File: config.mk
export PLATFORM = sky130hd
export DESIGN_NAME = lcdfw_queue
export DESIGN_NICKNAME = d
export VERILOG_FILES = /design/src/rtl/lcdfw_pkg.sv /design/src/rtl/lcdfw_queue.sv
export SDC_FILE = /design/constraint.sdc
export NUM_CORES = 1
export LEC_CHECK = 0
export ABC_AREA = 1
export BUFFER_PORTS_ARGS = -buffer_cell sky130_fd_sc_hd__buf_2
export CORE_ASPECT_RATIO = 0.8
export CORE_UTILIZATION = 43
export DETAILED_ROUTE_END_ITERATION = 6
export PLACE_DENSITY = 0.73
export SYNTH_ARGS = -nofsm -noshare
export SYNTH_HDL_FRONTEND = slang
export SYNTH_SLANG_ARGS = --single-unit
export TNS_END_PERCENT = 50
File: constraint.sdc
create_clock -name clk -period 4.05 [get_ports clk]
set_clock_uncertainty 0.2 [all_clocks]
set_input_delay 0.405 -clock clk [delete_from_list [all_inputs] [get_ports clk]]
set_output_delay 0.405 -clock clk [all_outputs]
set_load 0.01 [all_outputs]
File: src/rtl/lcdfw_pkg.sv
package lcdfw_pkg;

    localparam int FRAME_BITS = 56;
    localparam int IDX_W = 6;
    localparam int GLYPH_BITS = 40;

    localparam logic [1:0] MODE_CMD = 2'd0;
    localparam logic [1:0] MODE_DATA = 2'd1;
    localparam logic [1:0] MODE_CHAR = 2'd2;
    localparam logic [1:0] MODE_CURSOR = 2'd3;

    localparam logic [7:0] CMD_SET_X = 8'h80;
    localparam logic [7:0] CMD_SET_Y = 8'h40;
    localparam logic [7:0] BLANK_COL = 8'h00;
    localparam logic [7:0] FONT_FIRST = 8'h20;
    localparam logic [3:0] COL_MAX = 4'd11;
    localparam logic [2:0] ROW_MAX = 3'd5;
    localparam logic [7:0] CHAR_WIDTH = 8'd7;

    localparam logic [IDX_W-1:0] LAST_ONE_BYTE = 6'd7;
    localparam logic [IDX_W-1:0] LAST_TWO_BYTES = 6'd15;
    localparam logic [IDX_W-1:0] LAST_CHAR = 6'd55;

    typedef struct packed {
        logic [1:0] mode;
        logic [7:0] byte_value;
        logic [3:0] cursor_col;
        logic [2:0] cursor_row;
    } lcdfw_item_t;

    typedef struct packed {
        logic mosi_bit;
        logic dc_flag;
        logic byte_end;
        logic last;
    } lcdfw_result_t;

    typedef struct packed {
        logic [FRAME_BITS-1:0] bits;
        logic [IDX_W-1:0]      last_idx;
        logic                  dc_flag;
    } lcdfw_frame_t;

    function automatic logic [GLYPH_BITS-1:0] font_glyph(input logic [6:0] idx);
        logic [GLYPH_BITS-1:0] g;
        unique case (idx)
            7'd0:  g = 40'h0000000000;
            7'd1:  g = 40'h00005f0000;
            7'd2:  g = 40'h0007000700;
            7'd3:  g = 40'h147f147f14;
            7'd4:  g = 40'h242a7f2a12;
            7'd5:  g = 40'h2313086462;
            7'd6:  g = 40'h3649552250;
            7'd7:  g = 40'h0005030000;
            7'd8:  g = 40'h001c224100;
            7'd9:  g = 40'h0041221c00;
            7'd10: g = 40'h14083e0814;
            7'd11: g = 40'h08083e0808;
            7'd12: g = 40'h0050300000;
            7'd13: g = 40'h0808080808;
            7'd14: g = 40'h0060600000;
            7'd15: g = 40'h2010080402;
            7'd16: g = 40'h3e5149453e;
            7'd17: g = 40'h00427f4000;
            7'd18: g = 40'h4261514946;
            7'd19: g = 40'h2141454b31;
            7'd20: g = 40'h1814127f10;
            7'd21: g = 40'h2745454539;
            7'd22: g = 40'h3c4a494930;
            7'd23: g = 40'h0171090503;
            7'd24: g = 40'h3649494936;
            7'd25: g = 40'h064949291e;
            7'd26: g = 40'h0036360000;
            7'd27: g = 40'h0056360000;
            7'd28: g = 40'h0814224100;
            7'd29: g = 40'h1414141414;
            7'd30: g = 40'h0041221408;
            7'd31: g = 40'h0201510906;
            7'd32: g = 40'h324979413e;
            7'd33: g = 40'h7e1111117e;
            7'd34: g = 40'h7f49494936;
            7'd35: g = 40'h3e41414122;
            7'd36: g = 40'h7f4141221c;
            7'd37: g = 40'h7f49494941;
            7'd38: g = 40'h7f09090901;
            7'd39: g = 40'h3e4149497a;
            7'd40: g = 40'h7f0808087f;
            7'd41: g = 40'h00417f4100;
            7'd42: g = 40'h2040413f01;
            7'd43: g = 40'h7f08142241;
            7'd44: g = 40'h7f40404040;
            7'd45: g = 40'h7f020c027f;
            7'd46: g = 40'h7f0408107f;
            7'd47: g = 40'h3e4141413e;
            7'd48: g = 40'h7f09090906;
            7'd49: g = 40'h3e4151215e;
            7'd50: g = 40'h7f09192946;
            7'd51: g = 40'h4649494931;
            7'd52: g = 40'h01017f0101;
            7'd53: g = 40'h3f4040403f;
            7'd54: g = 40'h1f2040201f;
            7'd55: g = 40'h3f4038403f;
            7'd56: g = 40'h6314081463;
            7'd57: g = 40'h0708700807;
            7'd58: g = 40'h6151494543;
            7'd59: g = 40'h007f414100;
            7'd60: g = 40'h0204081020;
            7'd61: g = 40'h0041417f00;
            7'd62: g = 40'h0402010204;
            7'd63: g = 40'h4040404040;
            7'd64: g = 40'h0001020400;
            7'd65: g = 40'h2054545478;
            7'd66: g = 40'h7f48444438;
            7'd67: g = 40'h3844444420;
            7'd68: g = 40'h384444487f;
            7'd69: g = 40'h3854545418;
            7'd70: g = 40'h087e090102;
            7'd71: g = 40'h0c5252523e;
            7'd72: g = 40'h7f08040478;
            7'd73: g = 40'h00447d4000;
            7'd74: g = 40'h2040443d00;
            7'd75: g = 40'h7f10284400;
            7'd76: g = 40'h00417f4000;
            7'd77: g = 40'h7c04180478;
            7'd78: g = 40'h7c08040478;
            7'd79: g = 40'h3844444438;
            7'd80: g = 40'h7c14141408;
            7'd81: g = 40'h081414187c;
            7'd82: g = 40'h7c08040408;
            7'd83: g = 40'h4854545420;
            7'd84: g = 40'h043f444020;
            7'd85: g = 40'h3c4040207c;
            7'd86: g = 40'h1c2040201c;
            7'd87: g = 40'h3c4030403c;
            7'd88: g = 40'h4428102844;
            7'd89: g = 40'h0c5050503c;
            7'd90: g = 40'h4464544c44;
            7'd91: g = 40'h0008364100;
            7'd92: g = 40'h00007f0000;
            7'd93: g = 40'h0041360800;
            7'd94: g = 40'h1008081008;
            7'd95: g = 40'h1f247c241f;
            default: g = '0;
        endcase
        return g;
    endfunction

endpackage

File: src/rtl/lcdfw_queue.sv
module lcdfw_queue (
    input  logic                   clk,
    input  logic                   rst_n,
    input  logic                   push,
    output logic                   full,
    input  lcdfw_pkg::lcdfw_frame_t wr_frame,
    input  logic                   pop,
    output logic                   empty,
    output lcdfw_pkg::lcdfw_frame_t rd_frame
);
    import lcdfw_pkg::*;

    lcdfw_frame_t slot_reg [2];
    logic         wr_ptr_reg;
    logic         wr_ptr_next;
    logic         rd_ptr_reg;
    logic         rd_ptr_next;
    logic [1:0]   count_reg;
    logic [1:0]   count_next;
    logic         do_push;
    logic         do_pop;

    assign full = count_reg == 2'd2;
    assign empty = count_reg == 2'd0;
    assign do_push = push && !full;
    assign do_pop = pop && !empty;
    assign rd_frame = slot_reg[rd_ptr_reg];

    always_comb
    begin
        wr_ptr_next = do_push ? !wr_ptr_reg : wr_ptr_reg;
        rd_ptr_next = do_pop ? !rd_ptr_reg : rd_ptr_reg;
        count_next = count_reg + 2'(do_push) - 2'(do_pop);
    end

    always_ff @(posedge clk or negedge rst_n)
    begin
        if (!rst_n)
        begin
            wr_ptr_reg <= 1'b0;
            rd_ptr_reg <= 1'b0;
            count_reg <= 2'd0;
        end
        else
        begin
            wr_ptr_reg <= wr_ptr_next;
            rd_ptr_reg <= rd_ptr_next;
            count_reg <= count_next;
        end
    end

    always_ff @(posedge clk)
    begin
        if (do_push)
        begin
            slot_reg[wr_ptr_reg] <= wr_frame;
        end
    end

endmodule

Yosys cells after proc, flatten, opt, wreduce, memory -nomap -nowiden
Memory sizes are Yosys's and may differ from the RTL's. Index checks and enable logic that the tools add are counted.

$add $sub $neg: 2. Equality and inequality tests: 1. Multiplexer cells: 2. Reductions and logical operators: 7.

Operators with widths (count): $logic_not 1->1 (4); $add 2x1->2 (1); $eq 2x2->1 const B (1); $logic_and 1x1->1 (2); $logic_not 2->1 (1); $mux 1 (2); $sub 2x1->2 (1).

Register bits after elaboration: 4. Memory bits (writable): 126. Bits of input ports: 67. Output and inout port bits: 65. Word-level logic and storage cells: 16. Memories kept: 1.

Memories: slot_reg (depth 2, width 63, rd ports 1, clocked after Yosys merged registers in 0, wr ports 1, line lcdfw_queue.sv:13) `lcdfw_frame_t slot_reg [2];`.

Logic depth before layout (Yosys ltp)
Gate-level depths: netlist of the first run.

Depth after elaboration: 5. Depth in mapped cells: 10. Gate-level depth less buffers: 10.

Worst setup path after synthesis of the first run
OpenSTA, ideal clock, no wires.

Path type: register -> register. Start point: register count_reg[1]. End point: memory slot_reg[1][0] (netlist bit) (enable). Setup time: 0.484 ns. Arrival time: 3.193 ns. Data required time: 3.366 ns. Slack: 0.173 ns. Cell stages (with the launch flop): 4. Path buffers: 0. Period minus slack after synthesis: 3.877 ns. Cells stage by stage: dfrtp_1 -> nand2_1 -> nand2_1 -> nor2_1.

Cells in the longest elaborated chain, start to end: 5.

RTL lines: from (decl) (line lcdfw_queue.sv:18) `logic [1:0] count_reg;`; from (signal assigned) (line lcdfw_queue.sv:48) `count_reg <= count_next;`; $eq 2x2->1 (line lcdfw_queue.sv:23) `assign full = count_reg == 2'd2;`; $logic_not 1->1 (line lcdfw_queue.sv:25) `assign do_push = push && !full;`; $logic_and 1x1->1 (line lcdfw_queue.sv:25); $mux 1 (line lcdfw_queue.sv:54) `if (do_push)`; $mux 1 (implied by the code) (line lcdfw_queue.sv:56) `slot_reg[wr_ptr_reg] <= wr_frame;`; to (decl) (line lcdfw_queue.sv:13).

No other way between the ends.

==> results of run 1 <==
[layer usage]
metal / wire [µm] / vias to the layer above / GRT usage [%]
li1: - / 1621 / -
met1: 4310 / 1557 / 21.4
met2: 5230 / 110 / 32.1
met3: 607 / 13 / 6.66
met4: 102 / 0 / 6.93
met5: 0 / - / 0
[logic make-up (layout without fill, tap and decap cells)]
group,Yosys count,in the layout,synth area share [%]
flip-flops,130,130,80.1
AND/OR/NAND/NOR,206,206,16.0
adder cells (fa/ha/maj),2,2,0.516
buffers and inverters,24,241,3.33
[power by group through the flow]
stage | Combinational (µW) | Sequential (µW) | Clock [µW]
after global placement | 1350 | 1920 | 0
after floorplan | 881 | 1940 | 0
final | 1420 | 1910 | 1550
after CTS | 1440 | 1910 | 1570
after detailed placement | 1380 | 1940 | 0
after global routing | 1590 | 1940 | 1630
[metrics by stage]
stage / util [%] / power (µW) / std cells
final: 62.5 / 4880 / 723
after floorplan: - / 2820 / 362
after global placement: 51.2 / 3270 / 627
after CTS: 62.4 / 4920 / 722
after detailed placement: 51.2 / 3320 / 627
after global routing: 62.5 / 5160 / 723
[cells in the final DEF, fill, tap and decap left out]
master	instances
nand2_1	202
buf_2	131
edfxtp_1	126
dlygate4sd3_1	64
clkbuf_16	17
inv_1	9
bufinv_16	4
clkinv_2	4
nand3_1	3
clkbuf_1	3
dfrtp_1	3
buf_4	3
inv_2	2
ha_1	2
clkinv_1	2
nor2_4	1
clkinvlp_4	1
clkinv_4	1
dfrtp_2	1
[worst max-delay path: cells and delay by family (launching register included)]
family / cells / cell delay [ps]
buffers and inverters: 2 / 860
DFF: 1 / 400
and+or+nand+nor: 2 / 290
[repair_timing]
item | in CTS | in global routing
endpoints found under the hold margin | 128 | 1
hold buffers | 63 | 1
endpoints found under the setup margin | 0 | 0
[worst max-delay path by stage]
stage               slack, ps                   endpoint                   start  cells after the start
detailed placement       1710  slot_reg[0][23]$_DFFE_PP_                    push                      4
global route             1240               rd_frame[62]  rd_ptr_reg$_DFFE_PN0P_                      4
floorplan                 170   slot_reg[1][0]$_DFFE_PP_  count_reg[1]$_DFF_PN0_                      3
CTS                      1400               rd_frame[20]  rd_ptr_reg$_DFFE_PN0P_                      4
finish                   1440               rd_frame[11]  rd_ptr_reg$_DFFE_PN0P_                      4
global placement         1790  slot_reg[0][31]$_DFFE_PP_                    push                      4
[area by class of cell]
type	instances	area, µm²
inverter	11	41.3
fill	819	4100
tap	144	180
multi-input combinational	208	810
timing repair buffer	198	1320
sequential	130	3880
clock buffer	20	437
clock inverter	12	164
==> impl_metrics.py, run 1 <==
metrics = {
    "run_status": {
        "status": "finished clean",
    },
    "critical_path": {
        "worstSetupPathType": "reg2out",
        "cpMaxStageDelayCell": "inv_2",
        "cp_max_fo": 64,
        "crit_arrival_ps": 2010,
        "reg2reg_from": "count_reg[1]$_DFF_PN0_",
        "cp.required_ps": 3440,
        "rr_worst_depth": 4,
        "worst-r2r-setup-slack_ps": 1740,
        "start_kind": "flip-flop",
        "r2r_end": "slot_reg[0][1]$_DFFE_PP_",
        "crit_path_frequent_cell": "nand2_1",
        "max_stage_delay_ps": 730,
        "path_cells": "inv_2 -> nand2_1 -> nand2_1 -> buf_2",
        "end_kind": "output pin",
    },
    "clock_tree": {
        "htree_num_levels": 4,
        "cts_sinks": 130,
        "cts.repair.resized": 0,
        "cts_tree": "built",
        "cts_setup_buffers": 0,
        "cts_buffers": 17,
        "clockBufferDepth": 2,
        "cts_root_buf": "clkbuf_16",
        "clk_pin_slew_worst_paths_ps": 50,
        "insertion_delay_ps": 400,
    },
    "run": {
        "drv_cap": 0,
    },
    "power": {
        "p_int_uw": 3340,
        "ir_drop_v": 0.000574,
        "seqPwrFrac_pct": 39.3,
        "switching_share_pct": 31.6,
        "switching_power_uw": 1540,
        "leakage_uw": 0.00300,
        "pwr-share-clk_pct": 31.7,
        "p_comb_share_pct": 29.0,
        "power_density_mw_per_mm2": 714,
    },
    "timing": {
        "maxSlewViolCount": 0,
        "rsz0062_at_grt": "no",
        "finalCriticalPeriod_ps": 2610,
        "fmax_mhz": 383,
        "timing.final.crit_share_pct": 64.5,
        "whs_ps": 54.6,
        "maxSlewHeadroom_pct": 27.9,
        "final_hold_viol_count": 0,
        "fin_ws_ps": 1440,
        "setup_viol": 0,
        "final.setup.tns_ps": 0,
        "worstMarginPinSlew_ps": 1080,
    },
    "logic_synthesis": {
        "synthesis.area_mm2": 0.00485,
        "ys_seq_area_share_pct": 80.1,
        "yosysTopAreaCell": "edfxtp_1",
        "yosys_most_used_dff": "edfxtp_1",
        "ys_seq_elements": 130,
        "avgSynthCellArea_um2": 13.4,
        "synth_edf_count": 126,
        "synth.area.top_cells": "edfxtp_1 78%, nand2_1 16%, dfrtp_1 2.1%, clkbuf_8 1.7%, inv_1 0.77%",
        "netlist_instances": 362,
        "syn-num-nets": 431,
        "ys_types": 11,
        "yosys-top-cells-count": "202 x nand2_1, 126 x edfxtp_1, 10 x inv_1, 6 x buf_2, 6 x clkbuf_8",
        "yosys_warnings": 0,
        "async_reset_ff_share_pct": 3.08,
        "synth.most_common_cell": "nand2_1",
        "netlist.area_leader.share_pct": 78.1,
    },
    "global_routing": {
        "overflow": 0,
        "grt_max_degree": 65,
        "grt_pass1_wl_um": 16200,
        "track_usage_pct": 18.7,
        "first_global_vias": 3497,
        "antenna_found_initial": 0,
    },
    "die": {
        "fp.dieW_um": 121,
        "pin_count": 132,
        "die_area_mm2": 0.0117,
        "core_mm2": 0.0109,
        "initial_utilization_pct": 44.3,
        "row_count": 34,
        "die_h_um": 97.0,
    },
    "final_layout": {
        "final_cell_area_mm2": 0.00684,
        "n_antenna_cell": 0,
        "num-nets-final": 635,
        "drive_above_1_share_pct": 28.5,
        "largest_register_ffs": 126,
        "area_growth_pct": 41.0,
    },
    "routing": {
        "viasPerCell": 4.57,
        "drt-total-wl_um": 10200,
        "routedWlPerCell_um": 14.2,
        "drtAntennaViolNets": 0,
        "drc": 0,
        "drt_pass1_iterations": 5,
        "first_iter_violations": 171,
        "num_vias": 3301,
    },
    "worst_hold_path": {
        "worstHoldPathCells": 3,
        "hold_end": "rd_ptr_reg$_DFFE_PN0P_",
        "hp-class": "in2reg",
        "holdCritStartpoint": "pop",
    },
    "place": {
        "dpl.hpwl_um": 5560,
        "dpl_worst_slack_ps": 1710,
        "placed_cell_area_mm2": 0.00559,
        "io_buffer_count": 131,
        "gp_congestion": 0.773,
    },
}
Note: power is estimated with default switching activity, not from simulation.
==> run 2, diff against run 1 <==
clock period = 2.2 ns   (was 4.05 ns; I/O delays follow)
==> run 2 against run 1 <==
Cell area grew 0.84%. Non-clock buffer count rose by 8. Power is 83% higher. Critical endpoint is now rd_frame[16]. Largest cell class unchanged.
==> impl_metrics.py, run 2 (synthesis gave the netlist of run 1 again) <==
metrics = {
    "timing": {
        "worstMarginPinSlew_ps": 466,
        "timing.final.crit_share_pct": 92.7,
        "maxSlewViolCount": 0,
        "whs_ps": 289,
        "finalCriticalPeriod_ps": 2040,
        "final_hold_viol_count": 0,
        "maxSlewHeadroom_pct": 68.9,
        "final.setup.tns_ps": 0,
        "fmax_mhz": 490,
        "fin_ws_ps": 160,
        "setup_viol": 0,
        "rsz0062_at_grt": "no",
    },
    "die": {
        "row_count": 34,
        "die_area_mm2": 0.0117,
        "fp.dieW_um": 121,
        "die_h_um": 97.0,
        "core_mm2": 0.0109,
        "pin_count": 132,
        "initial_utilization_pct": 44.3,
    },
    "global_routing": {
        "grt_pass1_wl_um": 15900,
        "grt_max_degree": 37,
        "first_global_vias": 3262,
        "antenna_found_initial": 0,
        "track_usage_pct": 18.5,
        "overflow": 0,
    },
    "worst_hold_path": {
        "worstHoldPathCells": 2,
        "hp-class": "reg2reg",
        "hold_end": "wr_ptr_reg$_DFFE_PN0P_",
        "holdCritStartpoint": "wr_ptr_reg$_DFFE_PN0P_",
    },
    "routing": {
        "drt-total-wl_um": 10400,
        "first_iter_violations": 153,
        "drtAntennaViolNets": 0,
        "num_vias": 3316,
        "drc": 0,
        "routedWlPerCell_um": 14.2,
        "viasPerCell": 4.54,
        "drt_pass1_iterations": 5,
    },
    "run_status": {
        "status": "finished clean",
    },
    "critical_path": {
        "max_stage_delay_ps": 410,
        "cpMaxStageDelayCell": "dfrtp_2",
        "path_cells": "inv_2 -> buf_4 -> nand2_1 -> nand2_1 -> buf_2",
        "rr_worst_depth": 4,
        "crit_arrival_ps": 1620,
        "worst-r2r-setup-slack_ps": 490,
        "crit_path_frequent_cell": "nand2_1",
        "worstSetupPathType": "reg2out",
        "cp.required_ps": 1780,
        "start_kind": "flip-flop",
        "r2r_end": "slot_reg[1][31]$_DFFE_PP_",
        "end_kind": "output pin",
        "cp_max_fo": 34,
        "reg2reg_from": "count_reg[1]$_DFF_PN0_",
    },
    "clock_tree": {
        "cts_root_buf": "clkbuf_16",
        "htree_num_levels": 4,
        "cts_tree": "built",
        "cts_sinks": 130,
        "clockBufferDepth": 2,
        "cts_buffers": 17,
        "clk_pin_slew_worst_paths_ps": 50,
        "insertion_delay_ps": 400,
        "cts_setup_buffers": 0,
    },
    "final_layout": {
        "largest_register_ffs": 126,
        "n_antenna_cell": 0,
        "mostFrequentLayoutCells": "202 x nand2_1, 131 x buf_2, 126 x edfxtp_1",
        "drive_above_1_share_pct": 29.0,
        "final_common_cell": "nand2_1",
        "area_growth_pct": 42.2,
        "num-nets-final": 643,
        "fill_cells": 848,
    },
    "power": {
        "p_int_uw": 6080,
        "switching_power_uw": 2850,
        "ir_drop_v": 0.000809,
        "switching_share_pct": 31.9,
        "leakage_uw": 0.00302,
        "p_comb_share_pct": 30.1,
        "power_density_mw_per_mm2": 1300,
        "pwr-share-clk_pct": 30.5,
        "finalPower_uw": 8930,
        "seqPwrFrac_pct": 39.4,
    },
    "place": {
        "io_buffer_count": 131,
        "dpl.hpwl_um": 6030,
        "gp_congestion": 0.687,
        "dpl_worst_slack_ps": 477,
    },
    "run": {
        "drv_cap": 0,
    },
}
run 2: changes by cell type in the layout (fill, tap and decap cells not counted):
cell,change
buf_12,+1
buf_4,+4
bufinv_16,-1
clkbuf_1,+1
clkinv_1,-1
clkinvlp_4,+1
dlygate4sd3_1,+3
run 2: cell type report:
cell class              instances  area, µm²  share of cell area [%]
flip-flops and latches        130       3880                    56.4
inverters                      11       41.3                   0.599
clock inverters                11        138                    2.00
repair buffers                206       1400                    20.3
well taps                     144        180                    2.61
multi-input cells             208        810                    11.7
clock buffers                  21        440                    6.39
run 2: worst max-delay path, delay by kind of cell, from the launching register on:
kind / cells / cell delay, ps
buf+inv: 3 / 540
flops: 1 / 410
simple gates: 2 / 250
run 2: metal layers:
metal  share of wire (%)  wire, µm  GRT usage, %  vias up
li1                    -         -             -     1638
met1                  43      4470          21.8     1562
met2                  52      5340          31.2      106
met3                 4.5       465          6.25       10
met4                0.90        93          7.12        0
met5                   0         0             0        -
run 2: metrics by stage:
step,cells,utilization [%],cell area (µm²)
floorplan,362,-,4850
detailed placement,632,51.6,5640
finish,731,63.0,6890
global placement,632,51.6,5640
CTS,731,63.0,6890
global route,731,63.0,6890
run 2: worst max path at each step:
stage                                 from                         to  slack (ps)  cells after the start
floorplan           wr_ptr_reg$_DFFE_PN0P_   slot_reg[0][0]$_DFFE_PP_        -220                      3
global placement    count_reg[1]$_DFF_PN0_  slot_reg[1][18]$_DFFE_PP_         540                      4
detailed placement  count_reg[1]$_DFF_PN0_  slot_reg[1][12]$_DFFE_PP_         480                      4
CTS                 rd_ptr_reg$_DFFE_PN0P_               rd_frame[16]         160                      5
global route        rd_ptr_reg$_DFFE_PN0P_               rd_frame[16]          70                      5
finish              rd_ptr_reg$_DFFE_PN0P_               rd_frame[16]         160                      5
run 2: power groups by stage:
stage               registers [µW]  clock network (µW)  logic, µW
global placement              3540                   0       2550
CTS                           3520                2780       2710
floorplan                     3550                   0       1630
detailed placement            3560                   0       2600
finish                        3520                2730       2690
global route                  3560                2890       2980
run 2: what timing repair did:
item                                   CTS  global route
endpoints found under the hold margin  132             0
hold buffers                            67             0
resized for setup                        0             0
