--- src/rtl/lcdfw_pkg.sv ---
package lcdfw_pkg;

    localparam int FRAME_BITS = 56;
    localparam int IDX_W = 6;
    localparam int GLYPH_BITS = 40;

    localparam logic [1:0] MODE_CMD = 2'd0;
    localparam logic [1:0] MODE_DATA = 2'd1;
    localparam logic [1:0] MODE_CHAR = 2'd2;
    localparam logic [1:0] MODE_CURSOR = 2'd3;

    localparam logic [7:0] CMD_SET_X = 8'h80;
    localparam logic [7:0] CMD_SET_Y = 8'h40;
    localparam logic [7:0] BLANK_COL = 8'h00;
    localparam logic [7:0] FONT_FIRST = 8'h20;
    localparam logic [3:0] COL_MAX = 4'd11;
    localparam logic [2:0] ROW_MAX = 3'd5;
    localparam logic [7:0] CHAR_WIDTH = 8'd7;

    localparam logic [IDX_W-1:0] LAST_ONE_BYTE = 6'd7;
    localparam logic [IDX_W-1:0] LAST_TWO_BYTES = 6'd15;
    localparam logic [IDX_W-1:0] LAST_CHAR = 6'd55;

    typedef struct packed {
        logic [1:0] mode;
        logic [7:0] byte_value;
        logic [3:0] cursor_col;
        logic [2:0] cursor_row;
    } lcdfw_item_t;

    typedef struct packed {
        logic mosi_bit;
        logic dc_flag;
        logic byte_end;
        logic last;
    } lcdfw_result_t;

    typedef struct packed {
        logic [FRAME_BITS-1:0] bits;
        logic [IDX_W-1:0]      last_idx;
        logic                  dc_flag;
    } lcdfw_frame_t;

    function automatic logic [GLYPH_BITS-1:0] font_glyph(input logic [6:0] idx);
        logic [GLYPH_BITS-1:0] g;
        unique case (idx)
            7'd0:  g = 40'h0000000000;
            7'd1:  g = 40'h00005f0000;
            7'd2:  g = 40'h0007000700;
            7'd3:  g = 40'h147f147f14;
            7'd4:  g = 40'h242a7f2a12;
            7'd5:  g = 40'h2313086462;
            7'd6:  g = 40'h3649552250;
            7'd7:  g = 40'h0005030000;
            7'd8:  g = 40'h001c224100;
            7'd9:  g = 40'h0041221c00;
            7'd10: g = 40'h14083e0814;
            7'd11: g = 40'h08083e0808;
            7'd12: g = 40'h0050300000;
            7'd13: g = 40'h0808080808;
            7'd14: g = 40'h0060600000;
            7'd15: g = 40'h2010080402;
            7'd16: g = 40'h3e5149453e;
            7'd17: g = 40'h00427f4000;
            7'd18: g = 40'h4261514946;
            7'd19: g = 40'h2141454b31;
            7'd20: g = 40'h1814127f10;
            7'd21: g = 40'h2745454539;
            7'd22: g = 40'h3c4a494930;
            7'd23: g = 40'h0171090503;
            7'd24: g = 40'h3649494936;
            7'd25: g = 40'h064949291e;
            7'd26: g = 40'h0036360000;
            7'd27: g = 40'h0056360000;
            7'd28: g = 40'h0814224100;
            7'd29: g = 40'h1414141414;
            7'd30: g = 40'h0041221408;
            7'd31: g = 40'h0201510906;
            7'd32: g = 40'h324979413e;
            7'd33: g = 40'h7e1111117e;
            7'd34: g = 40'h7f49494936;
            7'd35: g = 40'h3e41414122;
            7'd36: g = 40'h7f4141221c;
            7'd37: g = 40'h7f49494941;
            7'd38: g = 40'h7f09090901;
            7'd39: g = 40'h3e4149497a;
            7'd40: g = 40'h7f0808087f;
            7'd41: g = 40'h00417f4100;
            7'd42: g = 40'h2040413f01;
            7'd43: g = 40'h7f08142241;
            7'd44: g = 40'h7f40404040;
            7'd45: g = 40'h7f020c027f;
            7'd46: g = 40'h7f0408107f;
            7'd47: g = 40'h3e4141413e;
            7'd48: g = 40'h7f09090906;
            7'd49: g = 40'h3e4151215e;
            7'd50: g = 40'h7f09192946;
            7'd51: g = 40'h4649494931;
            7'd52: g = 40'h01017f0101;
            7'd53: g = 40'h3f4040403f;
            7'd54: g = 40'h1f2040201f;
            7'd55: g = 40'h3f4038403f;
            7'd56: g = 40'h6314081463;
            7'd57: g = 40'h0708700807;
            7'd58: g = 40'h6151494543;
            7'd59: g = 40'h007f414100;
            7'd60: g = 40'h0204081020;
            7'd61: g = 40'h0041417f00;
            7'd62: g = 40'h0402010204;
            7'd63: g = 40'h4040404040;
            7'd64: g = 40'h0001020400;
            7'd65: g = 40'h2054545478;
            7'd66: g = 40'h7f48444438;
            7'd67: g = 40'h3844444420;
            7'd68: g = 40'h384444487f;
            7'd69: g = 40'h3854545418;
            7'd70: g = 40'h087e090102;
            7'd71: g = 40'h0c5252523e;
            7'd72: g = 40'h7f08040478;
            7'd73: g = 40'h00447d4000;
            7'd74: g = 40'h2040443d00;
            7'd75: g = 40'h7f10284400;
            7'd76: g = 40'h00417f4000;
            7'd77: g = 40'h7c04180478;
            7'd78: g = 40'h7c08040478;
            7'd79: g = 40'h3844444438;
            7'd80: g = 40'h7c14141408;
            7'd81: g = 40'h081414187c;
            7'd82: g = 40'h7c08040408;
            7'd83: g = 40'h4854545420;
            7'd84: g = 40'h043f444020;
            7'd85: g = 40'h3c4040207c;
            7'd86: g = 40'h1c2040201c;
            7'd87: g = 40'h3c4030403c;
            7'd88: g = 40'h4428102844;
            7'd89: g = 40'h0c5050503c;
            7'd90: g = 40'h4464544c44;
            7'd91: g = 40'h0008364100;
            7'd92: g = 40'h00007f0000;
            7'd93: g = 40'h0041360800;
            7'd94: g = 40'h1008081008;
            7'd95: g = 40'h1f247c241f;
            default: g = '0;
        endcase
        return g;
    endfunction

endpackage

--- src/rtl/lcdfw_back.sv ---
module lcdfw_back (
    input  logic                   clk,
    input  logic                   rst_n,
    input  logic                   q_empty,
    output logic                   q_pop,
    input  lcdfw_pkg::lcdfw_frame_t q_frame,
    output logic                   out_valid,
    input  logic                   out_take,
    output lcdfw_pkg::lcdfw_result_t out_word
);
    import lcdfw_pkg::*;

    logic                  busy_reg;
    logic                  busy_next;
    logic [FRAME_BITS-1:0] shift_reg;
    logic [FRAME_BITS-1:0] shift_next;
    logic [IDX_W-1:0]      cnt_reg;
    logic [IDX_W-1:0]      cnt_next;
    logic [IDX_W-1:0]      last_idx_reg;
    logic [IDX_W-1:0]      last_idx_next;
    logic                  dc_reg;
    logic                  dc_next;
    logic                  out_valid_reg;
    logic                  out_valid_next;
    lcdfw_result_t         out_reg;
    lcdfw_result_t         out_next;
    logic                  emit;
    logic                  is_last;
    logic                  load;

    assign emit = busy_reg && (!out_valid_reg || out_take);
    assign is_last = cnt_reg == last_idx_reg;
    assign load = !q_empty && (!busy_reg || (emit && is_last));
    assign q_pop = load;
    assign out_valid = out_valid_reg;
    assign out_word = out_reg;

    always_comb
    begin
        busy_next = busy_reg;
        shift_next = shift_reg;
        cnt_next = cnt_reg;
        last_idx_next = last_idx_reg;
        dc_next = dc_reg;
        out_valid_next = out_valid_reg;
        out_next = out_reg;
        if (out_take)
        begin
            out_valid_next = 1'b0;
        end
        if (emit)
        begin
            out_valid_next = 1'b1;
            out_next.mosi_bit = shift_reg[FRAME_BITS-1];
            out_next.dc_flag = dc_reg;
            out_next.byte_end = cnt_reg[2:0] == 3'd7;
            out_next.last = is_last;
            shift_next = {shift_reg[FRAME_BITS-2:0], 1'b0};
            cnt_next = cnt_reg + IDX_W'(1);
            if (is_last)
            begin
                busy_next = 1'b0;
            end
        end
        if (load)
        begin
            busy_next = 1'b1;
            shift_next = q_frame.bits;
            cnt_next = '0;
            last_idx_next = q_frame.last_idx;
            dc_next = q_frame.dc_flag;
        end
    end

    always_ff @(posedge clk or negedge rst_n)
    begin
        if (!rst_n)
        begin
            busy_reg <= 1'b0;
            out_valid_reg <= 1'b0;
        end
        else
        begin
            busy_reg <= busy_next;
            out_valid_reg <= out_valid_next;
        end
    end

    always_ff @(posedge clk)
    begin
        shift_reg <= shift_next;
        cnt_reg <= cnt_next;
        last_idx_reg <= last_idx_next;
        dc_reg <= dc_next;
        out_reg <= out_next;
    end

endmodule

--- config.mk ---
export PLATFORM = sky130hd
export DESIGN_NAME = lcdfw_back
export DESIGN_NICKNAME = d
export VERILOG_FILES = /design/src/rtl/lcdfw_pkg.sv /design/src/rtl/lcdfw_back.sv
export SDC_FILE = /design/constraint.sdc
export NUM_CORES = 1
export LEC_CHECK = 0
export BUFFER_PORTS_ARGS = -buffer_cell sky130_fd_sc_hd__buf_2
export CAP_MARGIN = 10
export CORE_UTILIZATION = 45
export CTS_CLUSTER_SIZE = 25
export DETAILED_ROUTE_END_ITERATION = 8
export GPL_ROUTABILITY_DRIVEN = 0
export GPL_TIMING_DRIVEN = 0
export HOLD_SLACK_MARGIN = 0.1
export PLACE_DENSITY = 0.79
export REMOVE_ABC_BUFFERS = 1
export SLEW_MARGIN = 20
export SYNTH_ARGS = -nofsm -noshare
export SYNTH_HDL_FRONTEND = slang
export SYNTH_SLANG_ARGS = --single-unit
--- constraint.sdc ---
create_clock -name clk -period 3.6 [get_ports clk]
set_input_delay 0.18 -clock clk [delete_from_list [all_inputs] [get_ports clk]]
set_output_delay 0.18 -clock clk [all_outputs]
set_load 0.02 [all_outputs]
# After elaboration in Yosys (flattened, before gate mapping)
# Index checks and enable logic that the tools add are counted.
# totals
output_inout_bits	6
register_bits	75
wordCells	32
inputBits	67
# classes
n_eq_ne	2
n_reduce_logical	12
addsub	1
mux	7
# ops
operator	count
$mux 56	2
$add 6x1->6 const B	1
$eq 6x6->1	1
$reduce_bool 2->1	3
$mux 1	5
$eq 3x3->1 const B	1
$logic_and 1x1->1	3
$logic_not 1->1	3
$logic_or 1x1->1	2
$reduce_and 2->1	1

# Logic depth before layout (Yosys ltp)
# Gate-level depths: netlist of the first run.
# depth
ltp_word	8
ltp_mapped	7
depth_no_buf	5

# Least setup slack after synthesis of the first run
# OpenSTA, ideal clock, no wires.
# synth_timing
path_type	register to register
startpoint	register out_valid_reg, in the netlist out_valid
endpoint	register shift_reg[0], enable pin
period_less_slack_ps	2917
path_stages_with_launch	8
path_buffers	3
arrival_time_ps	2278
setup_time_ps	639
required_time_ps	2961
slack_ps	683
cell_sequence	dfrtp_1 > nand2b_1 > buf_2 > and4b_1 > a21oi_2 > buf_6 > buf_6 > nand2_1
# synth_between
elab_chain_len	7
# synth_lines
element	line_no	rtl
start, declared	lcdfw_back.sv:23	logic out_valid_reg;
start signal, assigned	lcdfw_back.sv:85	out_valid_reg <= out_valid_next;
$logic_not 1->1 (*)	lcdfw_back.sv:31	assign emit = busy_reg && (!out_valid_reg || out_take);
$logic_or 1x1->1 (*)	lcdfw_back.sv:31	
$logic_and 1x1->1 (*)	lcdfw_back.sv:31	
$logic_and 1x1->1	lcdfw_back.sv:33	assign load = !q_empty && (!busy_reg || (emit && is_last));
$logic_or 1x1->1	lcdfw_back.sv:33	
$logic_and 1x1->1	lcdfw_back.sv:33	
$reduce_bool 2->1 (no line) (*)	-	
end signal, assigned	lcdfw_back.sv:91	shift_reg <= shift_next;
end, declared	lcdfw_back.sv:15	logic [FRAME_BITS-1:0] shift_reg;
# Every way passes the cells marked *; elsewhere a longest branch is shown, timed or not.
# A chain may end at the register's enable or synchronous reset.

# Worst setup path in the final report of the first run
# layout_timing
startpoint	register out_valid_reg, in the netlist out_valid
endpoint	register shift_reg[24], enable pin
# The elaborated chain is that of the path after synthesis.

==> results of run 1 <==
-- stage by stage --
step	setup WS, ns	cells
finish	1.13	369
global route	0.948	369
CTS	1.10	369
detailed placement	1.11	344
global placement	-3.38	341
floorplan	-1.76	173
-- cell usage after synthesis --
cell and number:
a21oi_1 2, a21oi_2 1, a31oi_1 1, and2_1 2
and3_1 3, and4b_1 1, buf_2 3, buf_6 4
clkbuf_1 1, dfrtp_1 2, dfxtp_1 6, edfxtp_1 67
ha_1 2, inv_1 2, inv_2 1, mux2_2 26
mux2_4 29, nand2_1 5, nand2b_1 1, nand3_1 4
nand4_1 1, nor2_1 5, nor2b_1 1, nor4_4 1
xnor2_1 2, xor2_1 8
-- layout make-up --
type | count | area (µm²) | area share [%]
tap | 96 | 120 | 2.94
inverter | 3 | 11.3 | 0.276
clock inverter | 4 | 73.8 | 1.81
clock buffer | 12 | 145 | 3.55
multi-input combinational | 95 | 1020 | 25.0
timing repair buffer | 84 | 533 | 13.0
sequential | 75 | 2180 | 53.4
-- logic make-up after synthesis --
family          share of synthesized area, %
fa+ha+maj                              0.767
xor+xnor                                2.69
mux                                     22.3
flops                                   66.9
buf+inv                                 2.30
compound gates                         0.767
simple gates                            4.26
-- metal layers --
| layer | GRT usage, % | vias to the layer above |
|---|---|---|
| met1 | 18.5 | 838 |
| met2 | 22.6 | 71 |
| met4 | 5.81 | 0 |
| met3 | 5.40 | 7 |
| met5 | 0 | - |
| li1 | - | 858 |
-- worst max path at each step --
stage / endpoint / slack (ns)
after global routing: shift_reg[21]$_DFFE_PP_ / 0.95
final: shift_reg[24]$_DFFE_PP_ / 1.13
after CTS: shift_reg[27]$_DFFE_PP_ / 1.10
after floorplan: shift_reg[0]$_SDFFCE_PP0P_ / -1.76
after detailed placement: shift_reg[2]$_DFFE_PP_ / 1.11
after global placement: shift_reg[0]$_SDFFCE_PP0P_ / -3.38
-- power by group through the flow --
stage                     clock network, mW  logic [mW]  registers (mW)
after floorplan                           0       0.227            1.16
after global placement                    0       0.297            1.17
after detailed placement                  0       0.319            1.17
after CTS                             0.723       0.329            1.15
after global routing                  0.763       0.358            1.17
final                                 0.705       0.327            1.15
-- critical path: cells and delay by family (launching register included) --
kind	cells	cell delay (ns)
AOI/OAI and AO/OA	1	0.51
buffers and inverters	1	0.25
DFF	1	0.35
and+or+nand+nor	3	0.90
==> metrics.txt, run 1 <==
Yosys Warn Count=0; cell taking the most area after synthesis=edfxtp_1; Final Max Slew Viols=0; largest net degree at the start of global routing=57; R2R depth=5; number of global-route vias before repair=1711; Die Y=87.1 µm; Hold WC Path Type=in2reg; Syn Area/Cell=18.0 µm²; TritonCTS clock tree=done; CTS root buf=clkbuf_8; total number of vias=1774; DRT Pass-1 Iters=4; outcome=complete, no violations; routed vias/inst=4.81; worst hold endpoint=shift_reg[0]$_SDFFCE_PP0P_; kind of end point of the critical path=flip-flop; Met3 Wirelength=333 µm; minimum clock period=2.47 ns; M1 WL=2430 µm; Initial Util=47.2%; Slew @ Worst Pin=0.726 ns; first-pass GRT wire length=8050 µm; Worst path slowest cell=a21oi_4; Clk pin slew, worst setup/hold paths=0.08 ns; switching portion of total power=22.8%; Lkg Pwr=1.74 nW; Comb pwr share=14.9%; CTS sink cnt=75; setup TNS=0 ns; WP data required=3.52 ns; num rows=30; gr usage total=14.6%; Finished Core Util=59.1%; final hold vios=0; DIE AREA=7590 µm²; routed wire length=5180 µm; Worst-Skew Late Latency=0.34 ns; core area=6910 µm²; Synth top area share=61.7%; worst hold slack=0.130 ns; IO Count=73; fillers=577; clock network power share=32.3%; share of layout cells above drive strength 1=54.2%; switching power=0.499 mW; endpoints failing setup=0; CP startpoint=out_valid$_DFFE_PN0P_; Peak VDD IR=0.245 mV; P_int=1.69 mW; post-CTS setup buffers=0; Layout Nets=337; crit path kind=reg2reg; commonest cells after routing, fill and taps aside=buf_2 (72), edfxtp_1 (67), mux2_4 (29), mux2_2 (26), clkbuf_8 (10); CTS buffer count=9; power per standard cell area=535 nW/µm²; H-tree depth=3; Seq pwr share=52.8%; number of distinct library cells after synthesis=26; Layout area overhead=25.2%; max_cap viols=0; fin area=4090 µm²; n_diodes=0; clock tree buffer depth=2; remaining antenna violation count after routing=0; beginning of the worst hold path=q_frame[7]; metal2 WL=2340 µm; commonest non-fill, non-tap cell in the layout=buf_2; PostCTS Resize Cnt=0; max FFs per register=56; CP peak stage delay=0.51 ns; Placed Area=3780 µm²; RSZ-0062 raised after global routing=no; top layer in use=met4; DRT iter0 DRCs=127; CP startpoint kind=flip-flop; crit path max fanout=56; CP cell instances=nand2b_1 -> and4b_1 -> a21oi_4 -> buf_16 -> nand2_4; initial antenna violation count=0; #FFs+latches synth=75; hold path cells=2; Setup Skew=0.0161 ns; Detailed Place HPWL=3310 µm; average wire per standard cell=14.0 µm; Mapped Cells=181; CTS Hold Bufs=9; Max Freq=405 MHz; Reg-to-Reg End=shift_reg[24]$_DFFE_PP_; Seq/Total Area, Yosys=66.9%; input/output buffers=72; Final Power=2.19 mW; period utilization=68.6%; # DRC=0; WP data arrival=2.39 ns; slew margin rel.=51.6%; worst reg2reg path startpoint=out_valid$_DFFE_PN0P_; top post-synthesis cells by area=edfxtp_1 (62%), mux2_4 (13%), mux2_2 (9.0%); Post-Syn Area=3260 µm²; gr ovfl total=0; FF-to-FF setup slack=1.13 ns; die width=87.1 µm
No activity file was read; power rests on OpenSTA's default activity.
==> run 2, diff against run 1 <==
- ABC_AREA: default -> 1
- PLACE_DENSITY: 0.79 -> 0.82
- clock period: 3.6 -> 2.1 ns (I/O delays scaled with it)
==> run 2 against run 1 <==
  * Non-clock buffer count rose by 83
  * Via count rose by 68%
  * Synthesized cell count increased by 80%
  * Register-to-register slack lost 1.0 ns
  * Routed wire length is 81% higher
  * Combinational power grew to 3.5 times the previous value
  * Cell area rose by 23%
  * Die area increased by 1.4%
  * Core utilization grew 13 points
  * Largest cell class unchanged
==> metrics.txt, run 2 <==
core area=6940 µm² (+0.54%); Hold WC Path Type=in2reg; first-pass GRT wire length=14100 µm (+75%); post-route insts no fill=592 (+60%); Synth top area share=60.8% (-0.89 points); max FFs per register=56 (unchanged); Layout area overhead=51.7%; outcome=complete, no violations; num rows=30 (unchanged); setup TNS=0 ns (unchanged); input/output buffers=72 (unchanged); DRT iter0 DRCs=160 (+26%); CTS root buf=clkbuf_8; max_cap viols=0 (unchanged); n_diodes=0 (unchanged); slew margin rel.=78.8% (+27 points); TritonCTS clock tree=done; synth cell count leaders=nand2_1 (132), edfxtp_1 (67), nand3_1 (58); number of distinct library cells after synthesis=18 (-31%); final hold vios=0 (unchanged); cell taking the most area after synthesis=edfxtp_1; CTS sink cnt=75 (unchanged); ys flop type=edfxtp_1; CP startpoint kind=flip-flop; share of layout cells above drive strength 1=27.2% (-27 points); worst hold slack=0.167 ns (+0.0374 ns); P_int=3.43 mW (+100%); average wire per standard cell=15.8 µm (+13%); Peak VDD IR=0.511 mV (+110%); placed insts=478 (+39%); DIE AREA=7700 µm² (+1.4%); initial antenna violation count=0 (unchanged); Comb pwr share=23.6% (+8.7 points); total number of vias=2977 (+68%); Yosys Warn Count=0 (unchanged); clock network power share=28.6% (-3.7 points); Worst Setup Slack, final=0.0810 ns (-1.05 ns); Final Max Slew Viols=0 (unchanged); #FFs+latches synth=75 (unchanged); switching power=1.38 mW (+180%); period utilization=96.1%; WP data arrival=1.91 ns (-0.48 ns); endpoints failing setup=0 (unchanged); H-tree depth=3 (unchanged); Layout Nets=560 (+66%); Seq pwr share=47.8% (-5.0 points); power per standard cell area=957 nW/µm² (+79%); die width=87.8 µm (+0.71%); minimum clock period=2.02 ns; CP startpoint=cnt_reg[0]$_SDFFE_PN0P_; CTS buffer count=9 (unchanged); register area=2190 µm² (+0.17%); Worst-Skew Late Latency=0.35 ns (about the same); Slew @ Worst Pin=0.318 ns (-0.408 ns); gr ovfl total=0 (unchanged); Mapped Cells=326 (+80%); Seq/Total Area, Yosys=65.9% (-0.96 points); most frequent cell after synthesis=nand2_1; Syn Area/Cell=10.2 µm² (-44%); setup slack at placement=-1.33 ns (-2.44 ns); crit path max fanout=10 (-82%); Setup Skew=0.0120 ns (-0.00413 ns); Detailed Place HPWL=3870 µm (+17%); gr usage total=24.9% (+10 points); routed vias/inst=5.03 (+4.6%); Lkg Pwr=2.31 nW (+33%); DRT Pass-1 Iters=5 (+1); commonest cells after routing, fill and taps aside=nand2_1 (130), buf_2 (71), edfxtp_1 (67), dlygate4sd3_1 (67), nand3_1 (58); routed wire length=9350 µm (+81%); fillers=470 (-19%); number of global-route vias before repair=2942 (+72%); beginning of the worst hold path=out_take; Synth async-reset ratio=2.67% (unchanged); worst reg2reg path startpoint=cnt_reg[0]$_SDFFE_PN0P_; remaining antenna violation count after routing=0 (unchanged); IO Count=73 (unchanged); crit path kind=reg2out; RSZ-0062 raised after global routing=yes; clock tree buffer depth=2 (unchanged); Post-Syn Area=3310 µm² (+1.5%); Clk pin slew, worst setup/hold paths=0.08 ns (about the same); # DRC=0 (unchanged); commonest non-fill, non-tap cell in the layout=nand2_1; top post-synthesis cells by area=edfxtp_1 (61%), nand2_1 (15%), nand3_1 (8.8%); Final Power=4.80 mW (+120%); EDFF count, synth=67 (unchanged); Multi-input gate area=1070 µm² (+4.7%); kind of end point of the critical path=output pin; Initial Util=47.7% (+0.43 points); WP data required=2.00 ns (-1.52 ns); Die Y=87.8 µm (+0.71%); largest net degree at the start of global routing=57 (unchanged); Max Freq=495 MHz; switching portion of total power=28.7% (+5.8 points)
run 2: changes by cell type in the layout (fill, tap and decap cells not counted), moves of 24 or more:
cell	previous run	this run
nand3_1	4	58
mux2_4	29	0
buf_4	0	24
mux2_2	26	0
nand2_1	4	130
dlygate4sd3_1	9	67
run 2: per-layer routing:
metal	global-route usage [%]	up-vias	part of all wire (%)	wire, µm
met2	44.6	149	53	4980
met5	0	-	0	0
met4	7.75	0	1.6	150
li1	-	1423	-	-
met3	7.63	20	6.4	600
met1	28.6	1385	39	3620
run 2: path summary, 6_finish.rpt:
kind                                            to  slack, ns  depth (start not counted)
max                                          q_pop       0.08                         10
min                          out_valid$_DFFE_PN0P_       0.17                          5
max reg2reg                shift_reg[12]$_DFFE_PP_       0.10                         11
min reg2reg                  out_word[2]$_DFFE_PP_       0.44                          0
max in group asynchronous     busy_reg$_DFFE_PN0P_       1.31                          3
min in group asynchronous    out_valid$_DFFE_PN0P_       0.65                          3
run 2: kinds of logic (layout without fill, tap and decap cells):
group,after synthesis,after routing,share of synthesized area (%)
flip-flops,75,75,65.9
buffers and inverters,35,200,5.75
XOR/XNOR,5,5,1.32
AND/OR/NAND/NOR,208,213,26.1
AO/OA/AOI/OAI,1,1,0.151
adder cells (fa/ha/maj),2,2,0.756
run 2: power groups by stage:
stage	sequential [mW]	combinational [mW]	clock, mW
2_1_floorplan	2.30	0.537	0
3_3_place_gp	2.30	0.737	0
3_5_place_dp	2.31	0.796	0
4_1_cts	2.28	0.972	1.39
5_1_grt	2.33	1.26	1.46
6_report	2.30	1.13	1.37
run 2: stage by stage:
| stage | cell area [µm²] | utilization (%) |
|---|---|---|
| after CTS | 4810 | 69.3 |
| after global placement | 3660 | 52.8 |
| after global routing | 5020 | 72.3 |
| after detailed placement | 3720 | 53.6 |
| final | 5020 | 72.3 |
| after floorplan | 3180 | - |
run 2: layout make-up:
type | count | area share, %
flip-flops and latches | 75 | 43.5
repair buffers | 167 | 26.2
multi-input cells | 221 | 21.3
clock buffers | 9 | 2.47
clock inverters | 7 | 2.47
well taps | 96 | 2.39
inverters | 17 | 1.62
run 2: repair_timing:
item | CTS | global route
hold endpoints to repair | 67 | 0
endpoints found under the setup margin | 126 | 101
cloned | 4 | 2
setup buffers | 8 | 18
resized for setup | 11 | 11
pin swaps | 3 | 11
hold buffers | 67 | 0
run 2: critical path: stages (launching register included):
cell and delay [ns]:
dfxtp_2 0.36, inv_1 0.08, nand2_1 0.07, nand2_1 0.08
nor2_2 0.16, nand4_1 0.19, nand2_4 0.15, buf_16 0.14
nand2_8 0.11, inv_12 0.11, buf_6 0.11
==> run 3, diff against run 2 <==
- CORE_UTILIZATION: 45 -> 49
- PLACE_DENSITY: 0.82 -> 0.87
==> run 3 against run 2 <==
  * The flow now finishes with violations (design-rule violations)
  * Cell count shrank 6.1%
  * Global-route usage is 0.81 points higher
  * Critical path depth is 2 higher
  * Routed wire length decreased by 3.8%
  * Largest power group unchanged
==> metrics.txt, run 3 (synthesis results as in run 2) <==
post-route insts no fill=556 (-6.1%); minimum clock period=2.05 ns (+0.0299 ns); # DRC=12 (+12); Layout Nets=543 (-3.0%); Final Power=4.54 mW (-5.6%); gr usage total=25.8% (+0.81 points); Slew @ Worst Pin=0.436 ns (+0.118 ns); outcome=complete, but fails checks; power per standard cell area=955 nW/µm² (-0.20%); total number of vias=2955 (-0.74%); failing checks=design-rule violations; fillers=417 (-11%); gr ovfl total=0 (unchanged); initial antenna violation count=0 (unchanged); DRT Pass-1 Iters=7 (+2); CTS root buf=clkbuf_8; DRT iter0 DRCs=223 (+39%); crit path kind=in2reg; slew margin rel.=70.9% (-7.9 points); CTS sink cnt=75 (unchanged); TritonCTS clock tree=done; endpoints failing setup=0 (unchanged); share of layout cells above drive strength 1=23.2% (-4.0 points); period utilization=97.6% (+1.4 points); Max Freq=488 MHz (-1.5%); WP data arrival=2.14 ns (+0.23 ns); average wire per standard cell=16.2 µm (+2.4%); crit path max fanout=29 (+19); input/output buffers=72 (unchanged); WP data required=2.19 ns (+0.19 ns); Peak VDD IR=0.529 mV (+3.5%); first-pass GRT wire length=13700 µm (-2.7%); remaining antenna violation count after routing=0 (unchanged); Hold WC Path Type=reg2reg; final hold vios=0 (unchanged); Layout area overhead=43.5%; H-tree depth=3 (unchanged); n_diodes=0 (unchanged); IO Count=73 (unchanged); CP startpoint kind=input pin; Lkg Pwr=2.19 nW (-5.5%); setup slack at placement=-1.19 ns (+0.133 ns); worst hold slack=0.426 ns (+0.258 ns); Placed Area=3690 µm² (-0.84%); num rows=29 (-3.3%); die width=84.2 µm (-4.1%); Die Y=84.2 µm (-4.1%); core area=6420 µm² (-7.5%); routed wire length=9000 µm (-3.8%); number of global-route vias before repair=2958 (+0.54%); kind of end point of the critical path=flip-flop; commonest non-fill, non-tap cell in the layout=nand2_1; Initial Util=51.5% (+3.9 points); Final Max Slew Viols=0 (unchanged); placed insts=459 (-4.0%); Worst-Skew Late Latency=0.35 ns (about the same); fin area=4750 µm² (-5.4%); DIE AREA=7090 µm² (-8.0%); commonest cells after routing, fill and taps aside=nand2_1 (130), buf_2 (72), edfxtp_1 (67), dlygate4sd3_1 (67), nand3_1 (58); Clk pin slew, worst setup/hold paths=0.07 ns (about the same); register area=2180 µm² (-0.11%); Detailed Place HPWL=3820 µm (-1.4%); CTS buffer count=9 (unchanged); Multi-input gate area=1020 µm² (-4.2%); max_cap viols=0 (unchanged); setup TNS=0 ns (unchanged); Setup Skew=0.0137 ns (+0.00176 ns); Finished Core Util=73.9% (+1.6 points); clock tree buffer depth=2 (unchanged); max FFs per register=56 (unchanged); Worst Setup Slack, final=0.0511 ns (-0.0299 ns); largest net degree at the start of global routing=57 (unchanged); routed vias/inst=5.31 (+5.7%)
[run 3: cell count changes in the layout (fill, tap and decap cells not counted), moves of 2 or more]
cell      before  now
clkinv_1       0    2
nor2_2         2    0
nand2_8        5    3
nor2_1        12   14
buf_4         24   10
inv_6          3    1
[run 3: where the power goes]
| group | switching (mW) | internal (mW) |
|---|---|---|
| Clock | 0.542 | 0.660 |
| Combinational | 0.614 | 0.416 |
| Sequential | 0.166 | 2.14 |
[run 3: worst max-delay path, stage by stage]
cell and delay, ns:
dlygate4sd3_1 0.55, buf_2 0.12, inv_1 0.04, nand2_1 0.12, nand2_4 0.12, inv_6 0.11
nand4_1 0.16, nand2_4 0.17, buf_6 0.23, nand2_8 0.18, nand2_1 0.14, nand2_1 0.07
[run 3: per-layer routing]
metal	GRT usage, %	up-vias	share of wire [%]
met5	0	-	0
met4	8.31	0	1.9
met3	7.47	22	6.9
met2	45.9	159	52
met1	30.0	1389	39
li1	-	1385	-
[run 3: timing repair]
| item | 4_1_cts | 5_1_grt |
|---|---|---|
| buffers inserted | 1 | 10 |
| cloned | 1 | 2 |
| gates resized for setup | 10 | 4 |
| hold endpoints to repair | 67 | 0 |
| hold buffers | 67 | 0 |
| pin swaps | 2 | 4 |
| setup endpoints to repair | 126 | 107 |
[run 3: final timing paths]
path                                    startpoint                       to  slack, ns  depth (start not counted)
min in group asynchronous                    rst_n     busy_reg$_DFFE_PN0P_       0.63                          3
setup reg to reg           cnt_reg[0]$_SDFFE_PN0P_  shift_reg[43]$_DFFE_PP_       0.08                         10
max in group asynchronous                    rst_n    out_valid$_DFFE_PN0P_       1.34                          3
hold / removal             shift_reg[55]$_DFFE_PP_    out_word[3]$_DFFE_PP_       0.43                          0
setup / recovery                          out_take  shift_reg[43]$_DFFE_PP_       0.05                         12
hold reg to reg            shift_reg[55]$_DFFE_PP_    out_word[3]$_DFFE_PP_       0.43                          0
[run 3: layout make-up]
| type | count | area share [%] |
|---|---|---|
| clock inverters | 6 | 1.69 |
| multi-input cells | 219 | 21.5 |
| clock buffers | 10 | 2.69 |
| well taps | 77 | 2.03 |
| flip-flops and latches | 75 | 46.0 |
| inverters | 17 | 1.71 |
| repair buffers | 152 | 24.4 |
